## src/hdl/sarm_ram.sv

```systemverilog
// ----------------------------------------------------------------------------
// sarm_ram
// Single-port RAM, one address per cycle for a write and a read (old word), registered read data.
// ----------------------------------------------------------------------------
module sarm_ram #(
  parameter int WIDTH = 8,
  parameter int DEPTH = 256
) (
  input  logic                     clk,
  input  logic                     we,
  input  logic [$clog2(DEPTH)-1:0] addr,
  input  logic [WIDTH-1:0]         wdata,
  output logic [WIDTH-1:0]         rdata
);

  logic [WIDTH-1:0] mem [DEPTH];

  always_ff @(posedge clk) begin
    if (we) mem[addr] <= wdata;
    rdata <= mem[addr];
  end

endmodule

```

## config.mk

```make
export PLATFORM = sky130hd
export DESIGN_NAME = sarm_ram
export DESIGN_NICKNAME = d
export VERILOG_FILES = /design/src/hdl/sarm_ram.sv
export SDC_FILE = /design/constraint.sdc
export NUM_CORES = 2
export LEC_CHECK = 0
export BUFFER_PORTS_ARGS = -buffer_cell sky130_fd_sc_hd__buf_4
export CORE_UTILIZATION = 55
export CTS_CLUSTER_DIAMETER = 30
export CTS_CLUSTER_SIZE = 40
export DETAILED_ROUTE_END_ITERATION = 8
export HOLD_SLACK_MARGIN = 0.06
export MAX_ROUTING_LAYER = met4
export PLACE_DENSITY = 0.77
export SLEW_MARGIN = 20
export SYNTH_ARGS = -nofsm -noshare
export SYNTH_HDL_FRONTEND = slang
export SYNTH_SLANG_ARGS = --single-unit
```

## constraint.sdc

```tcl
create_clock -name clk -period 2.35 [get_ports clk]
set_clock_uncertainty 0.05 [all_clocks]
set_input_delay 0 -clock clk [delete_from_list [all_inputs] [get_ports clk]]
set_output_delay 0 -clock clk [all_outputs]
set_load 0.005 [all_outputs]
```

==> impl_metrics.json <==
{
  "antenna_found_initial": 7,
  "worst-path-buf-inv": 2,
  "cts_sinks": 2056,
  "synth_top_family_by_area": "multiplexers",
  "path_delay_family": "compound AO/OA/AOI/OAI gates",
  "ios": 26,
  "hpwlAfterDp_um": 116000,
  "grtUsageTotal": 0.320,
  "post-route-util": 0.694,
  "via_per_inst": 6.75,
  "yosysSeqAreaShare": 0.786,
  "synthMuxAreaShare": 0.147,
  "drtIter0Drc": 6688,
  "yosys.area_share.simple": 0.0173,
  "min_period_ns": 2.51,
  "vdd_drop_max_mv": 0.799,
  "synth_xor_area_frac": 0,
  "vias": 43600,
  "ys_types": 22,
  "die_area_mm2": 0.144,
  "cts.clk_slew.worst_paths_ns": 0.05,
  "setup_viol": 8,
  "cts_made_buffers": 366,
  "cap_viol_max_count": 0,
  "grt_pass1_vias": 45200,
  "crit_fanout": 1,
  "firstDrtPassIters": 8,
  "worst_pin_slew_ns": 0.907,
  "worstPathRequired_ns": 3.07,
  "cp.arrival_ns": 3.23,
  "cp-start-kind": "flop",
  "slew_viol_final": 0,
  "wire_per_inst_um": 34.5,
  "grt_overflow": 0,
  "synth-compound-area-share": 0.0362,
  "post-place-ws_ns": -0.816,
  "grt_pass1_wl_um": 321000,
  "syn_to_final_growth_pct": 25.2,
  "fin_ws_ns": -0.158,
  "p_leak_nw": 32.2,
  "clock_latency_ns": 0.95,
  "htreeDepth": 5,
  "synth_warnings": 0,
  "finalHoldViolCount": 0,
  "p_per_area_mw_per_mm2": 1000,
  "synth_area_mm2": 0.0785,
  "ant_nets": 0,
  "gp_congestion": 0.872,
  "port_buffers": 25,
  "synth_fa_ha_area_frac": 0,
  "clockBufferDepth": 4,
  "die_y_um": 380,
  "fp.dieW_um": 380,
  "postSynthCellCount": 3547,
  "fmax_mhz": 399,
  "final_common_cell": "edfxtp_1",
  "layout.cells.non_filler": 6462,
  "layout.nets": 4296,
  "hp-class": "input pin to flop",
  "final_cell_mix": "2048 x edfxtp_1, 512 x mux4_2, 494 x buf_4",
  "drt-total-wl_um": 223000,
  "slew_headroom": 0.395,
  "ys_ff_latch": 2056,
  "initial_core_util": 0.554,
  "drive_above_1_share": 0.386,
  "critical_path_class": "flop to flop",
  "crit_chain": "mux4_2 > a22oi_2 > buf_6 > a21oi_4 > o41ai_4 > buf_4 > nand4_1",
  "end_kind": "flop",
  "root_buffer": "clkbuf_16",
  "tritoncts": "done",
  "rsz0062_at_grt": "yes",
  "drc": 0,
  "status": "complete, but fails checks",
  "critical-path-max-stage-delay_ns": 0.58,
  "fin_hold_ws_ns": 0.177,
  "dp_cells": 5783,
  "row_count": 138,
  "violations": "negative setup slack",
  "synth_nets": 3565,
  "period_share": 1.07,
  "grt_max_degree": 98,
  "core-area_mm2": 0.142,
  "synth.avg_cell_area_um2": 22.1,
  "slowest_stage": "mux4_2"
}
[metrics by stage]
stage | area, um2 | setup TNS, ns | power, mW
after floorplan | 78500 | 0 | 43.0
after global placement | 85100 | -7.74 | 44.9
after detailed placement | 85100 | -8.01 | 44.9
after CTS | 98100 | -0.0893 | 98.4
after global routing | 98300 | -0.430 | 100
final | 98300 | -0.516 | 98.5
[cells in the mapped netlist, drive strengths merged]
| library cell | number | share of area |
|---|---|---|
| edfxtp | 2048 | 0.78 |
| mux4 | 512 | 0.15 |
| a22oi | 256 | 0.024 |
| nor2 | 232 | 0.011 |
| clkbuf | 145 | 0.0069 |
| a21oi | 128 | 0.0082 |
| buf | 87 | 0.0070 |
| o41ai | 32 | 0.0036 |
| nor3 | 30 | 0.0019 |
| nand2 | 28 | 0.0013 |
| nand3 | 13 | 0.00083 |
| dfxtp | 8 | 0.0020 |
| nand4 | 8 | 0.00064 |
| nor2b | 7 | 0.00056 |
| nand2b | 6 | 0.00048 |
| and2 | 3 | 0.00024 |
| or2 | 2 | 0.00016 |
| inv | 1 | 0.000048 |
| or3 | 1 | 0.000080 |
[repair_timing]
action                                  4_1_cts  5_1_grt
gates resized for setup                      51       31
hold buffers                                 17        0
buffers inserted                              0        0
cloned                                        0        0
pin swaps                                    13       16
endpoints found under the setup margin        8       27
hold endpoints to repair                   2996        0
[sequential cells by signal, summed over array words and instances (netlist names)]
register	flops
mem	2048
rdata	8
[where the power goes]
part | internal (mW) | switching [mW] | leakage (nW)
Clock | 35.0 | 18.9 | 5.96
Combinational | 1.53 | 2.49 | 7.74
Sequential | 40.5 | 0.0796 | 18.5
[cell families after synthesis]
family | Yosys count
AO/OA/AOI/OAI | 416
buffers and inverters | 233
multiplexers | 512
AND/OR/NAND/NOR | 330
flip-flops | 2056
[routing by layer]
metal | routed length, um | GRT usage | vias up
li1 | - | - | 16700
met3 | 27500 | 0.0807 | 824
met5 | 0 | - | -
met4 | 12200 | 0.155 | 0
met1 | 75300 | 0.402 | 22300
met2 | 108000 | 0.491 | 3759
[cell type report]
type,count,area (um2)
Multi-Input combinational cell,1258,16300
Clock buffer,399,9420
Clock inverter,255,3060
Fill cell,7771,43300
Antenna cell,8,20.0
Timing Repair Buffer,595,5480
Sequential cell,2056,61700
Tap cell,1890,2360
Inverter,1,3.75
[final timing paths]
| check | start | endpoint | slack (ns) | cells after the start |
|---|---|---|---|---|
| worst max-delay path | mem[155][0]$_DFFE_PP_ | rdata[0]$_DFF_P_ | -0.16 | 7 |
| worst min-delay path | wdata[1] | mem[68][1]$_DFFE_PP_ | 0.18 | 2 |
| worst max register to register | mem[155][0]$_DFFE_PP_ | rdata[0]$_DFF_P_ | -0.16 | 7 |
| worst min register to register | mem[19][2]$_DFFE_PP_ | rdata[2]$_DFF_P_ | 1.03 | 5 |
No activity file was read; power rests on OpenSTA's default activity.
