### src/hdl/sarm_pkg.sv
// ----------------------------------------------------------------------------
// sarm_pkg
// Shared types and constants of the suffix array read mapper.
// ----------------------------------------------------------------------------
package sarm_pkg;

  localparam int GENOME_MAX = 8192;
  localparam int GADDR_W    = $clog2(GENOME_MAX);
  localparam int GLEN_W     = GADDR_W + 1;
  localparam int SEED_LEN   = 25;
  localparam int READ_MAX   = 128;
  localparam int RADDR_W    = $clog2(READ_MAX);
  localparam int RLEN_W     = RADDR_W + 1;
  localparam int SYM_W      = 3;
  localparam int MM_W       = 8;
  localparam int CFG_IDX_W  = 2;
  localparam int CFG_DATA_W = 14;

  typedef enum logic [1:0] {
    CMD_GENOME = 2'd0,
    CMD_SUFFIX = 2'd1,
    CMD_READ   = 2'd2,
    CMD_NONE   = 2'd3
  } cmd_t;

  typedef enum logic [CFG_IDX_W-1:0] {
    REG_MAX_MM = 2'd0,
    REG_GLEN   = 2'd1,
    REG_SPARE2 = 2'd2,
    REG_SPARE3 = 2'd3
  } reg_idx_t;

  typedef enum logic [3:0] {
    ST_IDLE, ST_MID, ST_OFF, ST_CISS, ST_CCMP,
    ST_TADR, ST_TOFF, ST_TISS, ST_TCMP, ST_DONE
  } sarm_state_t;

  typedef struct packed {
    logic [1:0]         command;
    logic [GADDR_W-1:0] index;
    logic [SYM_W-1:0]   base;
    logic [GADDR_W-1:0] suffix_value;
    logic               last;
  } in_word_t;

  typedef struct packed {
    logic               mapped;
    logic [GADDR_W-1:0] position;
    logic               strand;
  } out_word_t;

  typedef struct packed {
    logic               done;
    logic               mapped;
    logic [GADDR_W-1:0] position;
    logic               strand;
  } eng_res_t;

  function automatic logic [SYM_W-1:0] complement(input logic [SYM_W-1:0] b);
    logic [SYM_W-1:0] r;
    r = b;
    if (b >= 3'd1 && b <= 3'd4) r = 3'd5 - b;
    return r;
  endfunction

endpackage

### src/hdl/sarm_engine.sv
// ----------------------------------------------------------------------------
// sarm_engine
// Mapping sequencer: binary searches, seed compare and tail check per strand,
// all through one symbol comparator.
// ----------------------------------------------------------------------------
module sarm_engine (
  input  logic                        clk,
  input  logic                        rst_n,
  input  logic                        start,
  input  logic [sarm_pkg::RLEN_W-1:0] len,
  input  logic [sarm_pkg::GLEN_W-1:0] n,
  input  logic [sarm_pkg::MM_W-1:0]   max_mm,
  input  logic                        ack,
  input  logic [sarm_pkg::GADDR_W-1:0] sa_q,
  input  logic [sarm_pkg::SYM_W-1:0]  gn_q,
  input  logic [sarm_pkg::SYM_W-1:0]  rb_q,
  output logic [sarm_pkg::GADDR_W-1:0] sa_addr,
  output logic [sarm_pkg::GADDR_W-1:0] gn_addr,
  output logic [sarm_pkg::RADDR_W-1:0] rb_addr,
  output logic                        busy,
  output sarm_pkg::eng_res_t          res
);
  import sarm_pkg::*;

  sarm_state_t        state_r, state_nxt;
  logic               strand_r, strand_nxt;
  logic               pass_r, pass_nxt;
  logic [GLEN_W-1:0]  lo_r, lo_nxt, hi_r, hi_nxt, mid_r, mid_nxt, lb_r, lb_nxt;
  logic [GADDR_W-1:0] off_r, off_nxt;
  logic [RLEN_W-1:0]  k_r, k_nxt, len_r, len_nxt;
  logic [MM_W-1:0]    mism_r, mism_nxt;
  logic               hit_f_r, hit_f_nxt, hit_r_r, hit_r_nxt;
  logic [GADDR_W-1:0] pos_f_r, pos_f_nxt, pos_r_r, pos_r_nxt;

  logic [RLEN_W-1:0]  seed_len;
  logic [GLEN_W-1:0]  g;
  logic [RLEN_W-1:0]  rev_idx;
  logic [SYM_W-1:0]   sym;
  logic               sym_lt, sym_gt;
  logic               dec, dec_lt, dec_eq;
  logic               go_right;
  logic               fin_strand, strand_hit;

  assign seed_len = (len_r < RLEN_W'(SEED_LEN)) ? len_r : RLEN_W'(SEED_LEN);
  assign g        = {1'b0, off_r} + GLEN_W'(k_r);
  assign rev_idx  = len_r - RLEN_W'(1) - k_r;
  assign sym      = strand_r ? complement(rb_q) : rb_q;
  // shared comparator
  assign sym_lt   = gn_q < sym;
  assign sym_gt   = gn_q > sym;
  assign go_right = dec_lt || (pass_r && dec_eq);

  assign sa_addr = (state_r == ST_TADR) ? lb_r[GADDR_W-1:0] : mid_nxt[GADDR_W-1:0];
  assign gn_addr = g[GADDR_W-1:0];
  assign rb_addr = strand_r ? rev_idx[RADDR_W-1:0] : k_r[RADDR_W-1:0];
  assign busy    = (state_r != ST_IDLE);

  assign res.done     = (state_r == ST_DONE);
  assign res.mapped   = hit_f_r ^ hit_r_r;
  assign res.position = (hit_f_r ^ hit_r_r) ? (hit_f_r ? pos_f_r : pos_r_r) : '0;
  assign res.strand   = (hit_f_r ^ hit_r_r) & hit_r_r;

  always_ff @(posedge clk) begin
    if (!rst_n) begin
      state_r <= ST_IDLE;
    end else begin
      state_r <= state_nxt;
    end
    strand_r <= strand_nxt;
    pass_r   <= pass_nxt;
    lo_r     <= lo_nxt;
    hi_r     <= hi_nxt;
    mid_r    <= mid_nxt;
    lb_r     <= lb_nxt;
    off_r    <= off_nxt;
    k_r      <= k_nxt;
    len_r    <= len_nxt;
    mism_r   <= mism_nxt;
    hit_f_r  <= hit_f_nxt;
    hit_r_r  <= hit_r_nxt;
    pos_f_r  <= pos_f_nxt;
    pos_r_r  <= pos_r_nxt;
  end

  always_comb begin
    state_nxt  = state_r;
    strand_nxt = strand_r;
    pass_nxt   = pass_r;
    lo_nxt     = lo_r;
    hi_nxt     = hi_r;
    mid_nxt    = mid_r;
    lb_nxt     = lb_r;
    off_nxt    = off_r;
    k_nxt      = k_r;
    len_nxt    = len_r;
    mism_nxt   = mism_r;
    hit_f_nxt  = hit_f_r;
    hit_r_nxt  = hit_r_r;
    pos_f_nxt  = pos_f_r;
    pos_r_nxt  = pos_r_r;
    dec        = 1'b0;
    dec_lt     = 1'b0;
    dec_eq     = 1'b0;
    fin_strand = 1'b0;
    strand_hit = 1'b0;

    case (state_r)
      ST_IDLE: begin
        if (start) begin
          len_nxt    = len;
          strand_nxt = 1'b0;
          pass_nxt   = 1'b0;
          lo_nxt     = '0;
          hi_nxt     = n;
          hit_f_nxt  = 1'b0;
          hit_r_nxt  = 1'b0;
          state_nxt  = ST_MID;
        end
      end
      ST_MID: begin
        if (lo_r < hi_r) begin
          mid_nxt   = lo_r + ((hi_r - lo_r) >> 1);
          state_nxt = ST_OFF;
        end else if (!pass_r) begin
          lb_nxt   = lo_r;
          pass_nxt = 1'b1;
          lo_nxt   = '0;
          hi_nxt   = n;
        end else if (lb_r >= n || lo_r != lb_r + GLEN_W'(1)) begin
          fin_strand = 1'b1;
        end else begin
          state_nxt = ST_TADR;
        end
      end
      ST_OFF: begin
        off_nxt   = sa_q;
        k_nxt     = '0;
        state_nxt = ST_CISS;
      end
      ST_CISS: begin
        if (k_r >= seed_len) begin
          dec = 1'b1; dec_eq = 1'b1;
        end else if (g >= n) begin
          dec = 1'b1; dec_lt = 1'b1;
        end else begin
          state_nxt = ST_CCMP;
        end
      end
      ST_CCMP: begin
        if (sym_lt) begin
          dec = 1'b1; dec_lt = 1'b1;
        end else if (sym_gt) begin
          dec = 1'b1;
        end else begin
          k_nxt     = k_r + RLEN_W'(1);
          state_nxt = ST_CISS;
        end
      end
      ST_TADR: begin
        state_nxt = ST_TOFF;
      end
      ST_TOFF: begin
        off_nxt   = sa_q;
        k_nxt     = RLEN_W'(SEED_LEN);
        mism_nxt  = '0;
        state_nxt = ST_TISS;
      end
      ST_TISS: begin
        if (k_r >= len_r) begin
          fin_strand = 1'b1;
          strand_hit = (mism_r <= max_mm);
        end else if (g >= n) begin
          mism_nxt = mism_r + MM_W'(1);
          k_nxt    = k_r + RLEN_W'(1);
        end else begin
          state_nxt = ST_TCMP;
        end
      end
      ST_TCMP: begin
        if (sym_lt || sym_gt) mism_nxt = mism_r + MM_W'(1);
        k_nxt     = k_r + RLEN_W'(1);
        state_nxt = ST_TISS;
      end
      ST_DONE: begin
        if (ack) state_nxt = ST_IDLE;
      end
      default: state_nxt = ST_IDLE;
    endcase

    if (dec) begin
      if (go_right) lo_nxt = mid_r + GLEN_W'(1);
      else          hi_nxt = mid_r;
      state_nxt = ST_MID;
    end

    if (fin_strand) begin
      if (!strand_r) begin
        hit_f_nxt  = strand_hit;
        pos_f_nxt  = off_r;
        strand_nxt = 1'b1;
        pass_nxt   = 1'b0;
        lo_nxt     = '0;
        hi_nxt     = n;
        state_nxt  = ST_MID;
      end else begin
        hit_r_nxt = strand_hit;
        pos_r_nxt = off_r;
        state_nxt = ST_DONE;
      end
    end
  end

endmodule

### config.mk
export PLATFORM = sky130hd
export DESIGN_NAME = sarm_engine
export DESIGN_NICKNAME = d
export VERILOG_FILES = /design/src/hdl/sarm_pkg.sv /design/src/hdl/sarm_engine.sv
export SDC_FILE = /design/constraint.sdc
export NUM_CORES = 1
export LEC_CHECK = 0
export ABC_AREA = 1
export BUFFER_PORTS_ARGS = -buffer_cell sky130_fd_sc_hd__buf_2
export CORE_MARGIN = 5
export CORE_UTILIZATION = 63
export CTS_BUF_LIST = sky130_fd_sc_hd__clkbuf_8
export CTS_CLUSTER_SIZE = 24
export DETAILED_ROUTE_END_ITERATION = 16
export GPL_ROUTABILITY_DRIVEN = 0
export HOLD_SLACK_MARGIN = 0.15
export PLACE_DENSITY = 0.85
export SLEW_MARGIN = 20
export SYNTH_ARGS = -nofsm -noshare
export SYNTH_HDL_FRONTEND = slang
export SYNTH_SLANG_ARGS = --single-unit
### constraint.sdc
create_clock -name clk -period 7.9 [get_ports clk]
set_clock_uncertainty 0.2 [all_clocks]
set_input_delay 0.395 -clock clk [delete_from_list [all_inputs] [get_ports clk]]
set_output_delay 0.395 -clock clk [all_outputs]
set_load 0.02 [all_outputs]
==> flow_summary.yaml <==
run_status:
  status: "complete, no violations"
clock_tree:
  clock_latency_ns: 0.48
  cts-buffers-inserted: 17
  ctsLongestPathBuffers: 2
  ctsHtreeMaxLevel: 4
  clock-sinks: 127
  path_clk_slew_ns: 0.08
  cts_root_buf: "clkbuf_8"
  cts_tree: "yes"
yosys:
  synthFlopType: "edfxtp_1"
  ys_seq_area_share_pct: 33.6
  ys_seq_elements: 127
  synth_warnings: 0
  synth_top_area_share_pct: 23.7
  synth_area_leader_cell: "edfxtp_1"
  syn_inst: 1324
  synth_area_leaders: "edfxtp_1, ha_1, nand2_1"
  synth_cell_type_count: 55
  synth_edf_count: 78
  netlist_area_mm2: 0.00989
  synthArstFlopShare_pct: 0
  syn_area_per_cell_um2: 7.47
run:
  maxCapViolCount: 0
timing:
  tns_ns: 0
  hold_viol: 0
  rsz0062_at_grt: "false"
  fmax_ghz: 0.183
  fin_crit_ns: 5.48
  finalSetupViolCount: 0
  whs_ns: 0.232
  relSlewSlack_pct: 33.3
  worst_slew_pin_slew_ns: 0.999
  drv_slew: 0
  min_period_over_period_pct: 69.3
critical_path:
  required_ns: 8.06
  cp_top_family: "simple AND/OR/NAND/NOR gates"
  arrival_ns: 5.63
  critPathCaptureType: "flip-flop"
  path_buf_inv: 2
  crit_fanout: 28
  cp.depth: 24
  reg2regPathDepth: 24
  cp_slowest_cell: "nor2_2"
  max_stage_delay_ns: 0.58
  r2r_start: "k_r[2]$_DFFE_PP_"
  crit_type: "reg -> reg"
  cp-start-kind: "flip-flop"
  r2r_slack_ns: 2.42
  critPathCapture: "hi_r[6]$_DFF_P_"
  worstPathCellList: "ha_1 -> nand2_1 -> nand2_1 -> a21oi_1 -> o21ai_0 -> a21oi_1 -> o21ai_0 -> nand2_1 -> nor2_1 -> nand3_1 -> xnor2_1 -> ha_1 -> nand2_1 -> inv_1 -> nand3_1 -> inv_1 -> a21oi_1 -> nand3_1 -> nand2_1 -> nor2_1 -> nor2_2 -> nand2_2 -> o21ai_0 -> o21ai_2"
  r2r-end: "hi_r[6]$_DFF_P_"
  crit_start: "k_r[2]$_DFFE_PP_"
  critPathMostFrequentCell: "nand2_1"
placement:
  dp.cells: 1621
  dp_hpwl_um: 20900
  portBuffers: 102
power_and_ir_drop:
  leakage_uw: 0.00551
  ir_drop_mv: 0.347
  power_density_mw_per_mm2: 400
global_routing:
  grt.total_usage_pct: 30.2
  antenna_found_initial: 0
  grt_max_degree: 50
  grt_pass1_vias: 8926
  grt_pass1_wl_um: 44000
  grt_overflow: 0
layout:
  drive_gt1_share_pct: 12.2
  layout.cells.non_filler: 1689
  final_nets: 1623
  diodes: 0
  area_growth_pct: 15.5
min_path:
  hold_path.class: "in -> reg"
floorplanning:
  dieArea_mm2: 0.0183
  die_x_um: 135
  initial_core_util_pct: 64.6
  die_y_um: 135
  pin_count: 103
  placementRows: 45
  coreArea_mm2: 0.0153
routing:
  wl_per_cell_um: 16.5
  dr.first_iter.drc_count: 1026
  dr.pass1.iters: 6
  vias_per_cell: 5.77
  antenna_left: 0
  vias: 9746
  route.final.wire_length_um: 28000
  drc: 0
-- area by class of cell --
cell class | instances | area [um2]
Sequential cell | 127 | 3320
Clock inverter | 13 | 210
Multi-Input combinational cell | 991 | 5760
Clock buffer | 19 | 262
Timing Repair Buffer | 143 | 908
Inverter | 185 | 699
Tap cell | 211 | 264
Fill cell | 1192 | 3890
-- cell families after synthesis --
group	synth area share, %
muxes	0.101
AOI/OAI and AO/OA	14.8
adders and majority gates	13.6
other	0.0379
and+or+nand+nor	25.2
buffers and inverters	8.30
DFF	33.6
xor gates and xnor gates	4.43
-- where the power goes --
group | switching, uW | internal [uW]
Combinational | 1740 | 977
Sequential | 254 | 911
Clock | 286 | 395
Total | 2290 | 2280
-- metrics by stage --
stage | power [uW] | instance area [um2] | util, % | setup slack [ns]
6_report | 4570 | 11400 | 74.6 | 2.42
5_1_grt | 4930 | 11400 | 74.6 | 2.11
4_1_cts | 4510 | 11400 | 74.6 | 2.57
3_5_place_dp | 3800 | 10600 | 69.2 | 2.62
3_3_place_gp | 3700 | 10600 | 69.2 | 2.93
2_1_floorplan | 3110 | 9900 | - | 3.60
-- synthesized netlist by cell type, types with 2 or more instances --
| master | n |
|---|---|
| or3_1 | 2 |
| nor3b_1 | 3 |
| nor3_1 | 17 |
| nand4_1 | 16 |
| o21bai_1 | 4 |
| a21oi_1 | 69 |
| xnor2_1 | 16 |
| edfxtp_1 | 78 |
| buf_2 | 7 |
| buf_1 | 3 |
| clkbuf_1 | 10 |
| and3_1 | 2 |
| dfxtp_1 | 49 |
| xor2_1 | 34 |
| clkinv_1 | 2 |
| a21boi_0 | 3 |
| nor2_4 | 3 |
| a21oi_2 | 11 |
| nor4_1 | 5 |
| nor2_1 | 127 |
| fa_1 | 4 |
| o21ai_0 | 105 |
| o21bai_2 | 2 |
| o22ai_1 | 3 |
| nand2_2 | 6 |
| o21ai_1 | 2 |
| inv_1 | 181 |
| nand3_1 | 90 |
| a31oi_1 | 5 |
| o31ai_1 | 2 |
| o211ai_1 | 17 |
| a21o_1 | 4 |
| nor2_2 | 2 |
| nand3_2 | 3 |
| nand2_1 | 295 |
| ha_1 | 101 |
| or2_2 | 6 |
| o21ai_2 | 5 |
| buf_6 | 2 |
| nand3b_1 | 3 |
| o21a_1 | 2 |
| a22oi_1 | 10 |
-- sequential cells by signal (all words and copies together) (netlist names) --
name,cells
hi_r,14
off_r,13
hit_r_r,1
mism_r,8
pos_r_r,13
strand_r,1
hit_f_r,1
state_r,4
k_r,8
pass_r,1
lb_r,14
mid_r,14
len_r,8
lo_r,14
pos_f_r,13
-- cell usage in the layout, fill, tap and decap left out, types with 6 or more instances in the layout --
master and n:
nand3_1 90, or2_2 6, nor3_1 17, ha_1 101
dfxtp_1 49, nand4_1 16, clkbuf_8 19, dlygate4sd3_1 36
o211ai_1 17, edfxtp_1 78, buf_2 102, a21oi_2 11
nor2_1 126, xor2_1 34, inv_1 182, nand2_2 6
o21ai_0 105, nand2_1 295, xnor2_1 16, a22oi_1 10
a21oi_1 69
-- worst reg2reg max path: stages, from the launching register on --
cell and delay (ns):
edfxtp_1 0.51, ha_1 0.44, nand2_1 0.08, nand2_1 0.09, a21oi_1 0.09, o21ai_0 0.29
a21oi_1 0.14, o21ai_0 0.28, nand2_1 0.09, nor2_1 0.16, nand3_1 0.11, xnor2_1 0.26
ha_1 0.28, nand2_1 0.10, inv_1 0.05, nand3_1 0.06, inv_1 0.06, a21oi_1 0.14
nand3_1 0.20, nand2_1 0.16, nor2_1 0.06, nor2_2 0.58, nand2_2 0.50, o21ai_0 0.37
o21ai_2 0.07
-- worst min-delay path by stage --
| stage | start | endpoint | cells past startpoint |
|---|---|---|---|
| after floorplan | hit_r_r$_DFF_P_ | hit_r_r$_DFF_P_ | 2 |
| after global placement | off_r[3]$_DFFE_PP_ | pos_r_r[3]$_DFFE_PP_ | 0 |
| after detailed placement | off_r[2]$_DFFE_PP_ | pos_r_r[2]$_DFFE_PP_ | 0 |
| after CTS | start | hit_r_r$_DFF_P_ | 4 |
| after global routing | start | hit_r_r$_DFF_P_ | 4 |
| final | start | hit_r_r$_DFF_P_ | 4 |
-- routing by layer --
layer  vias to the layer above  part of all wire, %  global-route usage (%)
li1                       4733                    -                       -
met1                      4466                   41                    38.5
met2                       480                   48                    51.5
met3                        67                  9.1                    5.57
met4                         0                  2.7                    10.8
met5                         -                    0                       0
-- repair_timing --
action / in CTS / in global routing
buffers inserted: 0 / 0
hold buffers: 36 / 0
hold endpoints to repair: 39 / 0
resized for setup: 0 / 0
Note: power is estimated with default switching activity, not from simulation.
